==> src/rtl/fbrc_pkg.sv <==
// Package for the page framebuffer rectangle clear/invert core.
// Holds geometry constants, op codes, memory request types and the mask/address helpers.
// No dependencies.
package fbrc_pkg;

  localparam int unsigned PAGES  = 8;
  localparam int unsigned COLS   = 128;
  localparam int unsigned DEPTH  = PAGES * COLS;
  localparam int unsigned ADDR_W = (DEPTH > 1) ? $clog2(DEPTH) : 1;

  localparam logic [7:0] XLIM = 8'((COLS > 255) ? 255 : COLS);
  localparam logic [6:0] YLIM = 7'(((PAGES * 8) > 127) ? 127 : (PAGES * 8));

  typedef enum logic [1:0] {
    OP_CLEAR  = 2'd0,
    OP_INVERT = 2'd1,
    OP_WRITE  = 2'd2,
    OP_READ   = 2'd3
  } op_e;

  typedef struct packed {
    logic              we;
    logic [ADDR_W-1:0] waddr;
    logic [7:0]        wdata;
    logic              re;
    logic [ADDR_W-1:0] raddr;
  } mem_req_t;

  typedef struct packed {
    logic load;
    logic zero;
  } rd_rsp_t;

  function automatic logic [ADDR_W-1:0] byte_addr(input logic [3:0] pg, input logic [7:0] col);
    logic [11:0] a;
    a = 12'(pg) * 12'(COLS) + 12'(col);
    return a[ADDR_W-1:0];
  endfunction

  // y1 is the exclusive bottom row, known to be above y0
  function automatic logic [7:0] page_mask(input logic [3:0] pg, input logic [6:0] y0,
                                           input logic [6:0] y1);
    logic [6:0] yl;
    logic [2:0] lo;
    logic [2:0] hi;
    yl = y1 - 7'd1;
    lo = (pg == y0[6:3]) ? y0[2:0] : 3'd0;
    hi = (pg == yl[6:3]) ? yl[2:0] : 3'd7;
    return (8'hff << lo) & (8'hff >> (3'd7 - hi));
  endfunction

endpackage

==> src/rtl/fbrc_seq.sv <==
// Sequencer: reset clearing sweep, byte write/read, and the rectangle
// read-modify-write walk over pages and columns. Depends on fbrc_pkg.
module fbrc_seq (
  input  logic               clk_i,
  input  logic               rst_ni,
  input  logic               in_valid_i,
  output logic               in_stall_o,
  input  logic [1:0]         op_i,
  input  logic [7:0]         left_col_i,
  input  logic [6:0]         top_row_i,
  input  logic [7:0]         right_col_i,
  input  logic [6:0]         bottom_row_i,
  input  logic [2:0]         byte_page_i,
  input  logic [6:0]         byte_col_i,
  input  logic [7:0]         byte_data_i,
  input  logic               out_free_i,
  input  logic [7:0]         rd_data_i,
  output fbrc_pkg::mem_req_t mem_req_o,
  output fbrc_pkg::rd_rsp_t  rsp_o
);

  typedef enum logic [2:0] {
    S_CLEAR,
    S_IDLE,
    S_RECT,
    S_DRAIN,
    S_READ
  } state_e;

  state_e                      state_q, state_d;
  logic [fbrc_pkg::ADDR_W-1:0] ptr_q, ptr_d;
  logic [3:0]                  pg_q, pg_d;
  logic [3:0]                  pg_end_q, pg_end_d;
  logic [7:0]                  col_q, col_d;
  logic [7:0]                  x0_q, x0_d;
  logic [7:0]                  xl_q, xl_d;
  logic [6:0]                  y0_q, y0_d;
  logic [6:0]                  y1_q, y1_d;
  logic                        inv_q, inv_d;
  logic                        pend_q, pend_d;
  logic [fbrc_pkg::ADDR_W-1:0] pend_addr_q, pend_addr_d;
  logic [7:0]                  pend_mask_q, pend_mask_d;
  logic                        zero_q, zero_d;

  logic [7:0] x0c, x1c;
  logic [6:0] y0c, y1c, yl;
  logic       byte_ok;
  logic [fbrc_pkg::ADDR_W-1:0] baddr, raddr;
  logic [7:0] mask, wr_val;

  always_comb begin
    x0c = (left_col_i > fbrc_pkg::XLIM) ? fbrc_pkg::XLIM : left_col_i;
    x1c = (right_col_i > fbrc_pkg::XLIM) ? fbrc_pkg::XLIM : right_col_i;
    y0c = (top_row_i > fbrc_pkg::YLIM) ? fbrc_pkg::YLIM : top_row_i;
    y1c = (bottom_row_i > fbrc_pkg::YLIM) ? fbrc_pkg::YLIM : bottom_row_i;
    yl  = y1c - 7'd1;
    byte_ok = (32'(byte_page_i) < fbrc_pkg::PAGES) && (32'(byte_col_i) < fbrc_pkg::COLS);
    baddr = fbrc_pkg::byte_addr({1'b0, byte_page_i}, {1'b0, byte_col_i});
    raddr = fbrc_pkg::byte_addr(pg_q, col_q);
    mask  = fbrc_pkg::page_mask(pg_q, y0_q, y1_q);
    wr_val = inv_q ? (rd_data_i ^ pend_mask_q) : (rd_data_i & ~pend_mask_q);
  end

  always_comb begin
    state_d     = state_q;
    ptr_d       = ptr_q;
    pg_d        = pg_q;
    pg_end_d    = pg_end_q;
    col_d       = col_q;
    x0_d        = x0_q;
    xl_d        = xl_q;
    y0_d        = y0_q;
    y1_d        = y1_q;
    inv_d       = inv_q;
    pend_d      = pend_q;
    pend_addr_d = pend_addr_q;
    pend_mask_d = pend_mask_q;
    zero_d      = zero_q;
    mem_req_o   = '0;
    rsp_o       = '0;
    in_stall_o  = 1'b1;

    case (state_q)
      S_CLEAR: begin
        mem_req_o.we    = 1'b1;
        mem_req_o.waddr = ptr_q;
        mem_req_o.wdata = 8'h00;
        ptr_d = ptr_q + 1'b1;
        if (32'(ptr_q) == fbrc_pkg::DEPTH - 1) begin
          state_d = S_IDLE;
        end
      end
      S_IDLE: begin
        in_stall_o = 1'b0;
        if (in_valid_i) begin
          case (op_i)
            fbrc_pkg::OP_CLEAR, fbrc_pkg::OP_INVERT: begin
              inv_d    = (op_i == fbrc_pkg::OP_INVERT);
              x0_d     = x0c;
              xl_d     = x1c - 8'd1;
              y0_d     = y0c;
              y1_d     = y1c;
              col_d    = x0c;
              pg_d     = y0c[6:3];
              pg_end_d = yl[6:3];
              pend_d   = 1'b0;
              if ((x0c < x1c) && (y0c < y1c)) begin
                state_d = S_RECT;
              end
            end
            fbrc_pkg::OP_WRITE: begin
              mem_req_o.we    = byte_ok;
              mem_req_o.waddr = baddr;
              mem_req_o.wdata = byte_data_i;
            end
            fbrc_pkg::OP_READ: begin
              mem_req_o.re    = byte_ok;
              mem_req_o.raddr = baddr;
              zero_d  = !byte_ok;
              state_d = S_READ;
            end
            default: begin
            end
          endcase
        end
      end
      S_RECT: begin
        mem_req_o.we    = pend_q;
        mem_req_o.waddr = pend_addr_q;
        mem_req_o.wdata = wr_val;
        mem_req_o.re    = 1'b1;
        mem_req_o.raddr = raddr;
        pend_d      = 1'b1;
        pend_addr_d = raddr;
        pend_mask_d = mask;
        if (col_q == xl_q) begin
          col_d = x0_q;
          if (pg_q == pg_end_q) begin
            state_d = S_DRAIN;
          end else begin
            pg_d = pg_q + 4'd1;
          end
        end else begin
          col_d = col_q + 8'd1;
        end
      end
      S_DRAIN: begin
        mem_req_o.we    = pend_q;
        mem_req_o.waddr = pend_addr_q;
        mem_req_o.wdata = wr_val;
        pend_d  = 1'b0;
        state_d = S_IDLE;
      end
      S_READ: begin
        if (out_free_i) begin
          rsp_o.load = 1'b1;
          rsp_o.zero = zero_q;
          state_d    = S_IDLE;
        end
      end
      default: begin
        state_d = S_IDLE;
      end
    endcase
  end

  always_ff @(posedge clk_i or negedge rst_ni) begin
    if (!rst_ni) begin
      state_q     <= S_CLEAR;
      ptr_q       <= '0;
      pg_q        <= '0;
      pg_end_q    <= '0;
      col_q       <= '0;
      x0_q        <= '0;
      xl_q        <= '0;
      y0_q        <= '0;
      y1_q        <= '0;
      inv_q       <= 1'b0;
      pend_q      <= 1'b0;
      pend_addr_q <= '0;
      pend_mask_q <= '0;
      zero_q      <= 1'b0;
    end else begin
      state_q     <= state_d;
      ptr_q       <= ptr_d;
      pg_q        <= pg_d;
      pg_end_q    <= pg_end_d;
      col_q       <= col_d;
      x0_q        <= x0_d;
      xl_q        <= xl_d;
      y0_q        <= y0_d;
      y1_q        <= y1_d;
      inv_q       <= inv_d;
      pend_q      <= pend_d;
      pend_addr_q <= pend_addr_d;
      pend_mask_q <= pend_mask_d;
      zero_q      <= zero_d;
    end
  end

endmodule

==> config.mk <==
export PLATFORM = sky130hd
export DESIGN_NAME = fbrc_seq
export DESIGN_NICKNAME = d
export VERILOG_FILES = /design/src/rtl/fbrc_pkg.sv /design/src/rtl/fbrc_seq.sv
export SDC_FILE = /design/constraint.sdc
export NUM_CORES = 1
export LEC_CHECK = 0
export BUFFER_PORTS_ARGS = -buffer_cell sky130_fd_sc_hd__clkbuf_2
export CAP_MARGIN = 20
export CORE_ASPECT_RATIO = 1.25
export CORE_UTILIZATION = 56
export DETAILED_ROUTE_END_ITERATION = 10
export PLACE_DENSITY = 0.89
export SYNTH_ARGS = -nofsm -noshare
export SYNTH_HDL_FRONTEND = slang
export SYNTH_SLANG_ARGS = --single-unit
==> constraint.sdc <==
create_clock -name clk_i -period 2.9 [get_ports clk_i]
set_clock_uncertainty 0.2 [all_clocks]
set_input_delay 0.725 -clock clk_i [delete_from_list [all_inputs] [get_ports clk_i]]
set_output_delay 0.725 -clock clk_i [all_outputs]
set_load 0.02 [all_outputs]
==> impl_metrics.tcl, run 1 <==
set metrics [dict create \
    track_usage_pct 28.9 \
    synth.area.mux_share_pct 2.54 \
    grt_max_degree 43 \
    hold_violations 0 \
    synthSimpleGateAreaFrac_pct 21.9 \
    grt_pass1_wl_mm 21.3 \
    period_needed_ns 2.84 \
    pwr-share-seq_pct 51.7 \
    dp_hpwl_mm 9.80 \
    cp_data_required_time_ns 1.98 \
    cts_buffer_depth 2 \
    yosysWarnings 0 \
    routed-via-count 4868 \
    path_delay_family "simple AND/OR/NAND/NOR gates" \
    critPathMaxStageDelay_ns 0.47 \
    synth_edf_count 0 \
    max_cap_viol_count 0 \
    final_nets 777 \
    netlist_area_um2 5120 \
    cts_tree "yes" \
    synth_top_family_by_area "simple AND/OR/NAND/NOR gates" \
    slowest_stage "dfrtp_2" \
    antenna_cells 0 \
    status "finished, final reports clean" \
    relSlewSlack_pct 64.5 \
    path_clk_slew_ns 0.08 \
    synth_top_area_share_pct 38.6 \
    ir_drop_mv 0.204 \
    ys_seq_area_share_pct 38.6 \
    synth_cells 591 \
    cts_hold_buf 0 \
    tightestPinTransition_ns 0.532 \
    grt_pass1_vias 4574 \
    synth.area.top_cells "dfrtp_1 (39%), nand2_1 (7.9%), ha_1 (6.8%)" \
    final_common_cell "nand2_1" \
    die_h_um 109 \
    hold_path_class "primary input to asynchronous set/reset pin" \
    period_share_pct 98.0 \
    max_freq_ghz 0.352 \
    cp-start-kind "flop" \
    clkPwrFrac_pct 39.9 \
    cts_buffers 9 \
    ant_nets 0 \
    yosys.area.top_type "dfrtp_1" \
    synth-xor-area-share_pct 7.53 \
    critPathKind "flop to output port" \
    multi_input_area_um2 2910 \
    drive_gt1_share_pct 22.5 \
    cpMostUsedCell "buf_4" \
    p_sw_w 0.000510 \
    initial_utilization_pct 58.2 \
    wl_met3_um 865 \
    synth_top_flop_cell "dfrtp_1" \
    wirelength_mm 13.1 \
    path_max_fanout 8 \
    syn_to_final_growth_pct 17.6 \
    regArea_um2 1980 \
    die_x_um 87.5 \
    synth_cell_types 63 \
    io_pins 95 \
    synthAdderAreaFrac_pct 6.85 \
    antenna_found_initial 0 \
    wl_per_cell_um 16.1 \
    utilization_pct 68.4 \
    drt_first_pass_iters 8 \
    htree_num_levels 3 \
    cts_sinks 79 \
    p_leak_nw 2.89 \
    pwr-share-comb_pct 8.5 \
    hold_ws_ns 0.135 \
    path_cells "nor3b_4 -> nand3_2 -> nor2_4 -> buf_4 -> a222oi_1 -> nor2_1 -> buf_4" \
    die_area_um2 9530 \
    met1_length_mm 5.61 \
    final_cell_mix "nand2_1 (108), clkbuf_2 (88), dfrtp_1 (78)" \
    swShare_pct 23.9 \
    syn-num-nets 681 \
    internal_power_w 0.00162 \
    row_count 38 \
    arrival_ns 1.92 \
    setup_viol 0 \
    drt-initial-drc-count 436 \
    endpoint_kind "output port" \
    cp_num_buf_inv 2 \
    synth-async-reset-ratio_pct 100 \
    maxSlewViolCount 0 \
    port_buffers 93 \
    met2RoutedLength_mm 6.31 \
    highest_layer "met4" \
    synth-seq-cells 79 \
    num-fill-cells 677 \
    clock_tree.root_cell "clkbuf_8" \
    drc 0 \
    syn_area_per_cell_um2 8.66 \
    synth_compound_area_share_pct 17.4 \
    vias_per_cell 6.00 \
    coreArea_um2 8800 \
    clk_latency_ns 0.36 \
    overflow 0 \
    p_per_area_nw_per_um2 354 \
    place_congestion 0.927 \
]
[state kept, by name, summed over array words and instances, names as in the netlist]
register and flops:
pend_q 1, state_q 3, y1_q 7, y0_q 7
pend_addr_q 10, pg_end_q 4, pend_mask_q 8, x0_q 8
xl_q 8, inv_q 1, ptr_q 10, pg_q 4
col_q 8
[routing by layer]
metal  up-vias  global-route usage, %
met4         0                   12.9
met1      2298                   37.2
li1       2284                      -
met5         -                      0
met2       257                   47.4
met3        29                   5.30
[logic make-up after synthesis]
kind of cell	count (synthesis)
AOI/OAI and AO/OA	128
and+or+nand+nor	237
DFF	79
buffers and inverters	62
muxes	12
adders and majority gates	28
other	1
xor gates and xnor gates	44
[path summary, 6_finish.rpt]
check / start / endpoint / slack (ns) / depth (start not counted)
setup / recovery: state_q[2]$_DFFE_PN0P_ / mem_req_o[24] / 0.06 / 7
hold / removal: rst_ni / ptr_q[4]$_DFFE_PN0N_ / 0.13 / 1
setup reg to reg: y1_q[0]$_DFFE_PN0P_ / pend_mask_q[5]$_DFFE_PN0P_ / 0.52 / 7
hold reg to reg: pend_addr_q[5]$_DFFE_PN0P_ / pend_addr_q[5]$_DFFE_PN0P_ / 0.29 / 2
max in group asynchronous: rst_ni / state_q[2]$_DFFE_PN0P_ / 1.67 / 2
min in group clk_i: pend_addr_q[5]$_DFFE_PN0P_ / pend_addr_q[5]$_DFFE_PN0P_ / 0.29 / 2
[Yosys cell counts (3+ instances only)]
| cell | instances |
|---|---|
| nor4_1 | 4 |
| ha_1 | 28 |
| mux2_2 | 8 |
| nand3_1 | 15 |
| a32o_1 | 3 |
| nor2b_1 | 11 |
| or4_1 | 4 |
| a21oi_1 | 15 |
| and3_1 | 3 |
| buf_2 | 7 |
| nand2_1 | 108 |
| clkbuf_1 | 20 |
| inv_1 | 28 |
| a222oi_1 | 10 |
| a22o_1 | 6 |
| nand2b_1 | 9 |
| or3_1 | 3 |
| dfrtp_1 | 79 |
| o21ai_0 | 49 |
| nor2_1 | 38 |
| o22a_1 | 5 |
| xnor2_1 | 30 |
| nor3_1 | 15 |
| buf_4 | 4 |
| mux2i_1 | 4 |
| xor2_1 | 14 |
| a211oi_1 | 8 |
| nand4_1 | 13 |
| a22oi_1 | 4 |
[layout make-up]
type                    instances  share of cell area (%)
flip-flops and latches         79                    32.9
well taps                     120                    2.49
inverters                      29                    1.81
clock inverters                 5                   0.935
multi-input cells             450                    48.3
repair buffers                118                    11.1
clock buffers                  11                    2.52
[repair_timing]
action                     4_1_cts  5_1_grt
setup endpoints to repair        2       26
pin swaps                        0        1
cloned                           0        0
buffers inserted                 0        3
gates resized for setup          1       12
[power by group through the flow]
stage	Combinational [W]	Clock [W]	Sequential, W
finish	0.000180	0.000849	0.00110
global placement	0.000172	0	0.00112
global route	0.000203	0.000905	0.00110
floorplan	0.0000741	0	0.00112
detailed placement	0.000178	0	0.00112
CTS	0.000180	0.000856	0.00110
[through the flow]
step | std cells | total power (W) | cell area [µm²] | TNS [ns] | setup WS, ns
final | 812 | 0.00213 | 6020 | 0 | 0.0587
after global routing | 812 | 0.00221 | 6020 | -0.0531 | -0.0346
after CTS | 809 | 0.00214 | 5960 | 0 | 0.00357
after detailed placement | 793 | 0.00130 | 5750 | 0 | 0.0338
after global placement | 793 | 0.00129 | 5750 | 0 | 0.119
after floorplan | 591 | 0.00120 | 5120 | 0 | 0.104
Note: power is estimated with default switching activity, not from simulation.
==> run 2: changes to the inputs <==
--- a/constraint.sdc
+++ b/constraint.sdc
@@ -4,2 +4,2 @@
 set_output_delay 0.725 -clock clk_i [all_outputs]
-set_load 0.02 [all_outputs]
+set_load 0.1 [all_outputs]
==> impl_metrics.tcl, run 2 (synthesis gave the netlist of run 1 again) <==
set metrics [dict create \
    overflow 0 \
    final_nets 783 \
    row_count 38 \
    track_usage_pct 31.9 \
    grt_pass1_vias 4934 \
    startpoint "state_q[1]$_DFFE_PN0P_" \
    dp_hpwl_mm 10.4 \
    regToRegStartpoint "state_q[2]$_DFFE_PN0P_" \
    fin_setup_tns_ns -0.0743 \
    drt-initial-drc-count 604 \
    status "complete, but fails checks" \
    slowest_stage "dfrtp_2" \
    critPathKind "flop to output port" \
    cp_data_required_time_ns 1.98 \
    reg_top3 "pend_addr_q (10), ptr_q (10)" \
    num-fill-cells 570 \
    endpoint_kind "output port" \
    relSlewSlack_pct 63.1 \
    setup_viol 6 \
    drt_first_pass_iters 5 \
    syn_to_final_growth_pct 30.3 \
    routed-via-count 4988 \
    htree_num_levels 3 \
    cts_hold_buf 0 \
    ant_nets 0 \
    maxSlewViolCount 0 \
    die_area_um2 9530 \
    initial_utilization_pct 58.2 \
    hold_violations 0 \
    io_pins 95 \
    finalNonFillerCells 816 \
    place_congestion 0.979 \
    violations "setup timing" \
    tightestPinTransition_ns 0.546 \
    grt_max_degree 80 \
    max_freq_ghz 0.342 \
    cp_num_buf_inv 2 \
    final_cell_mix "nand2_1 (98), dfrtp_1 (76), clkbuf_2 (60)" \
    rsz0062_at_grt "true" \
    path_max_fanout 6 \
    path_cells "nor3b_4 -> nand3_4 -> nor2_4 -> buf_4 -> a222oi_1 -> nor2_4 -> buf_12" \
    clock_tree.root_cell "clkbuf_8" \
    cp-start-kind "flop" \
    clk_latency_ns 0.36 \
    drive_gt1_share_pct 26.6 \
    cts_sinks 79 \
    cts_tree "yes" \
    drc 0 \
    die_h_um 109 \
    max_cap_viol_count 0 \
    place_inst 792 \
    port_buffers 93 \
    grt_pass1_wl_mm 23.2 \
    path_clk_slew_ns 0.07 \
    vias_per_cell 6.11 \
    wl_per_cell_um 17.8 \
    final_common_cell "nand2_1" \
    ir_drop_mv 0.232 \
    p_per_area_nw_per_um2 312 \
    path_delay_family "simple AND/OR/NAND/NOR gates" \
    period_needed_ns 2.92 \
    antenna_found_initial 0 \
    critPathMaxStageDelay_ns 0.45 \
    antenna_cells 0 \
    cts_buffers 9 \
    die_x_um 87.5 \
    hold_path_class "primary input to asynchronous set/reset pin" \
    arrival_ns 2.00 \
    fin_ws_ns -0.0203 \
    cts_buffer_depth 2 \
    p_leak_nw 3.08 \
    period_share_pct 101 \
    wirelength_mm 14.5 \
    cpMostUsedCell "nor2_4" \
    coreArea_um2 8800 \
]
run 2: worst paths after layout:
check	end	slack, ns	cells past startpoint
worst max-delay path	mem_req_o[24]	-0.02	7
worst min-delay path	pend_addr_q[4]$_DFFE_PN0P_	0.15	2
worst max register to register	pg_q[1]$_DFFE_PN0P_	0.33	8
worst min register to register	pend_addr_q[4]$_DFFE_PN0P_	0.29	2
max in group asynchronous	state_q[2]$_DFFE_PN0P_	1.96	2
min in group clk_i	pend_addr_q[4]$_DFFE_PN0P_	0.29	2
run 2: report_power, final:
| group | internal (W) | leakage [nW] | switching [W] | total (W) |
|---|---|---|---|---|
| clock network | 0.000396 | 0.0946 | 0.000387 | 0.000784 |
| logic | 0.0000778 | 1.98 | 0.000116 | 0.000194 |
| registers | 0.00110 | 1.00 | 0 | 0.00110 |
| total | 0.00157 | 3.08 | 0.000503 | 0.00208 |
run 2: repair_timing:
item                                    in CTS  in global routing
gates cloned                                 1                  0
gates resized for setup                      6                  5
pin swaps                                    4                  5
endpoints found under the setup margin      29                 28
setup buffers                                7                  2
run 2: through the flow:
step / hold WS [ns] / utilization, % / power, W / cell area (µm²) / setup WS (ns)
after floorplan: 0.229 / - / 0.00120 / 5250 / -0.131
after global placement: 0.258 / 72.4 / 0.00130 / 6370 / 0.110
after detailed placement: 0.271 / 72.4 / 0.00131 / 6370 / 0.00591
after CTS: 0.190 / 75.4 / 0.00207 / 6630 / 0.00264
after global routing: 0.189 / 75.8 / 0.00215 / 6670 / -0.111
final: 0.153 / 75.8 / 0.00208 / 6670 / -0.0203
run 2: layer usage:
metal | wire, µm | GRT usage, % | part of all wire [%] | vias to the layer above
met3 | 1130 | 6.21 | 7.8 | 45
met1 | 5520 | 38.6 | 38 | 2347
li1 | - | - | - | 2302
met5 | 0 | 0 | 0 | -
met4 | 519 | 16.4 | 3.6 | 0
met2 | 7330 | 53.9 | 51 | 294
run 2: area by class of cell:
cell class	count	area (µm²)	share of cell area, %
inverters	29	109	1.63
clock buffers	14	183	2.74
well taps	120	150	2.25
multi-input cells	451	3040	45.6
flip-flops and latches	79	1980	29.7
repair buffers	123	1200	18.0
==> run 3: changes to the inputs <==
ABC_AREA = 1   (was not set)
CORE_UTILIZATION = 40   (was 56)
PLACE_DENSITY = 0.7   (was 0.89)
==> impl_metrics.tcl, run 3 <==
set metrics [dict create \
    port_buffers 93 \
    max_cap_viol_count 0 \
    grt_pass1_wl_mm 22.3 \
    total_power_w 0.00263 \
    p_per_area_nw_per_um2 382 \
    ant_nets 0 \
    p_sw_w 0.000609 \
    antenna_cells 0 \
    path_clk_slew_ns 0.06 \
    syn_area_per_cell_um2 7.39 \
    relSlewSlack_pct 63.7 \
    routed-via-count 4739 \
    track_usage_pct 20.7 \
    vias_per_cell 4.92 \
    ys_seq_area_share_pct 38.4 \
    ir_drop_mv 0.358 \
    cts_resized 3 \
    num-fill-cells 1152 \
    post-cts-setup-buffers 0 \
    synth-seq-cells 79 \
    die_area_um2 13300 \
    synth_cells 697 \
    hold_path_class "primary input to asynchronous set/reset pin" \
    synthTopCellsByCount "nand2_1 (179), inv_1 (97), dfrtp_1 (79)" \
    pwr-share-seq_pct 43.1 \
    netlist_area_um2 5150 \
    cts_hold_buf 0 \
    grt_pass1_vias 4700 \
    drive_gt1_share_pct 20.7 \
    clock_tree.root_cell "clkbuf_16" \
    tightestPinTransition_ns 0.546 \
    period_needed_ns 2.81 \
    placed_cell_area_um2 6550 \
    critPathKind "flop to output port" \
    final_nets 881 \
    yosysWarnings 0 \
    cts_tree "yes" \
    io_pins 95 \
    maxSlewViolCount 0 \
    pwr-share-comb_pct 10.2 \
    swShare_pct 23.1 \
    yosys.area.top_type "dfrtp_1" \
    clk_latency_ns 0.33 \
    status "finished, final reports clean" \
    design_area_um2 6890 \
    yosysMostFrequentCell "nand2_1" \
    cp_data_required_time_ns 1.98 \
    drt-initial-drc-count 296 \
    synth.area.top_cells "dfrtp_1 (38%), nand2_1 (13%), o21ai_0 (7.2%)" \
    reg_top3 "pend_addr_q (10), ptr_q (10)" \
    cts_buffer_depth 2 \
    arrival_ns 1.89 \
    die_h_um 129 \
    htree_num_levels 3 \
    place_congestion 0.814 \
    antenna_found_initial 0 \
    max_freq_ghz 0.356 \
    wirelength_mm 12.8 \
    coreArea_um2 12600 \
    clkPwrFrac_pct 46.6 \
    cp-start-kind "flop" \
    setup_viol 0 \
    row_count 46 \
    syn-num-nets 787 \
    final_common_cell "nand2_1" \
    initial_utilization_pct 40.9 \
    path_max_fanout 13 \
    die_x_um 104 \
    drt_first_pass_iters 4 \
    cts_sinks 79 \
    period_share_pct 97.0 \
    synth_edf_count 0 \
    p_leak_nw 3.44 \
    endpoint_kind "output port" \
    synth_top_area_share_pct 38.4 \
    drc 0 \
    dp_hpwl_mm 9.91 \
    grt_max_degree 42 \
    wl_per_cell_um 13.3 \
    syn_to_final_growth_pct 33.8 \
    hold_violations 0 \
    internal_power_w 0.00203 \
    synth_cell_types 39 \
    final_cell_mix "nand2_1 (178), inv_1 (97), dfrtp_1 (77)" \
    synth_top_flop_cell "dfrtp_1" \
    synth-async-reset-ratio_pct 100 \
    cts_buffers 9 \
    overflow 0 \
]
-- run 3: cell types whose count changed in the layout (fill, tap and decap cells not counted), moves of 12 or more --
cell,change
nor2_1,+31
nor2_4,-12
xnor2_1,-12
buf_4,-13
nand2_1,+80
inv_1,+69
-- run 3: worst max-delay path: stages (launching register included) --
cell	delay [ns]
dfrtp_2	0.43
inv_1	0.07
nor2_2	0.13
nand2_4	0.10
inv_2	0.08
nand3_1	0.09
inv_1	0.11
buf_12	0.14
nand2_1	0.09
o221ai_4	0.09
buf_12	0.21
-- run 3: layout make-up --
type                       count  area (µm²)  share of cell area, %
tap                          168         210                   3.05
timing repair buffer         111        1090                   15.9
clock buffer                  13         260                   3.77
sequential                    79        1980                   28.7
clock inverter                 3        65.1                  0.944
multi-input combinational    489        2910                   42.1
inverter                     101         379                   5.50
-- run 3: path summary, 6_finish.rpt --
kind	from	endpoint	slack [ns]	depth (start not counted)
setup / recovery	state_q[0]$_DFFE_PN0P_	mem_req_o[27]	0.09	10
hold / removal	rst_ni	ptr_q[2]$_DFFE_PN0N_	0.17	1
setup reg to reg	state_q[1]$_DFFE_PN0P_	pg_q[2]$_DFFE_PN0P_	0.70	12
hold reg to reg	x0_q[6]$_DFFE_PN0P_	x0_q[6]$_DFFE_PN0P_	0.28	2
max in group asynchronous	rst_ni	state_q[2]$_DFFE_PN0P_	1.72	2
min in group clk_i	x0_q[6]$_DFFE_PN0P_	x0_q[6]$_DFFE_PN0P_	0.28	2
-- run 3: power groups by stage --
stage | registers, W | logic, W | clock network (W)
2_1_floorplan | 0.00115 | 0.000161 | 0
3_3_place_gp | 0.00115 | 0.000267 | 0
3_5_place_dp | 0.00116 | 0.000272 | 0
4_1_cts | 0.00114 | 0.000275 | 0.00125
5_1_grt | 0.00114 | 0.000314 | 0.00130
6_report | 0.00114 | 0.000270 | 0.00123
-- run 3: metrics by stage --
stage | hold WS (ns) | setup TNS [ns] | utilization, % | worst slack, ns | cells
global placement | 0.258 | 0 | 52.0 | 0.100 | 948
detailed placement | 0.260 | 0 | 52.0 | 0.0244 | 948
floorplan | 0.229 | -7.42 | - | -0.709 | 697
CTS | 0.184 | 0 | 54.6 | 0.0479 | 964
finish | 0.171 | 0 | 54.7 | 0.0881 | 964
global route | 0.202 | -0.126 | 54.7 | -0.0271 | 964
-- run 3: kinds of logic (layout without fill, tap and decap cells) --
group | Yosys count | in the layout | share of synthesized area, %
other cells | 1 | 1 | 0.0728
buf+inv | 129 | 228 | 10.4
xor+xnor | 39 | 39 | 6.63
flops | 79 | 79 | 38.4
simple gates | 281 | 281 | 22.2
compound gates | 140 | 140 | 15.6
fa+ha+maj | 28 | 28 | 6.80
-- run 3: metal layers --
layer	global-route usage, %	part of all wire, %	vias up
li1	-	-	2434
met1	25.5	45	2189
met2	36.7	49	96
met3	3.24	3.3	20
met4	7.50	1.8	0
met5	0	0	-
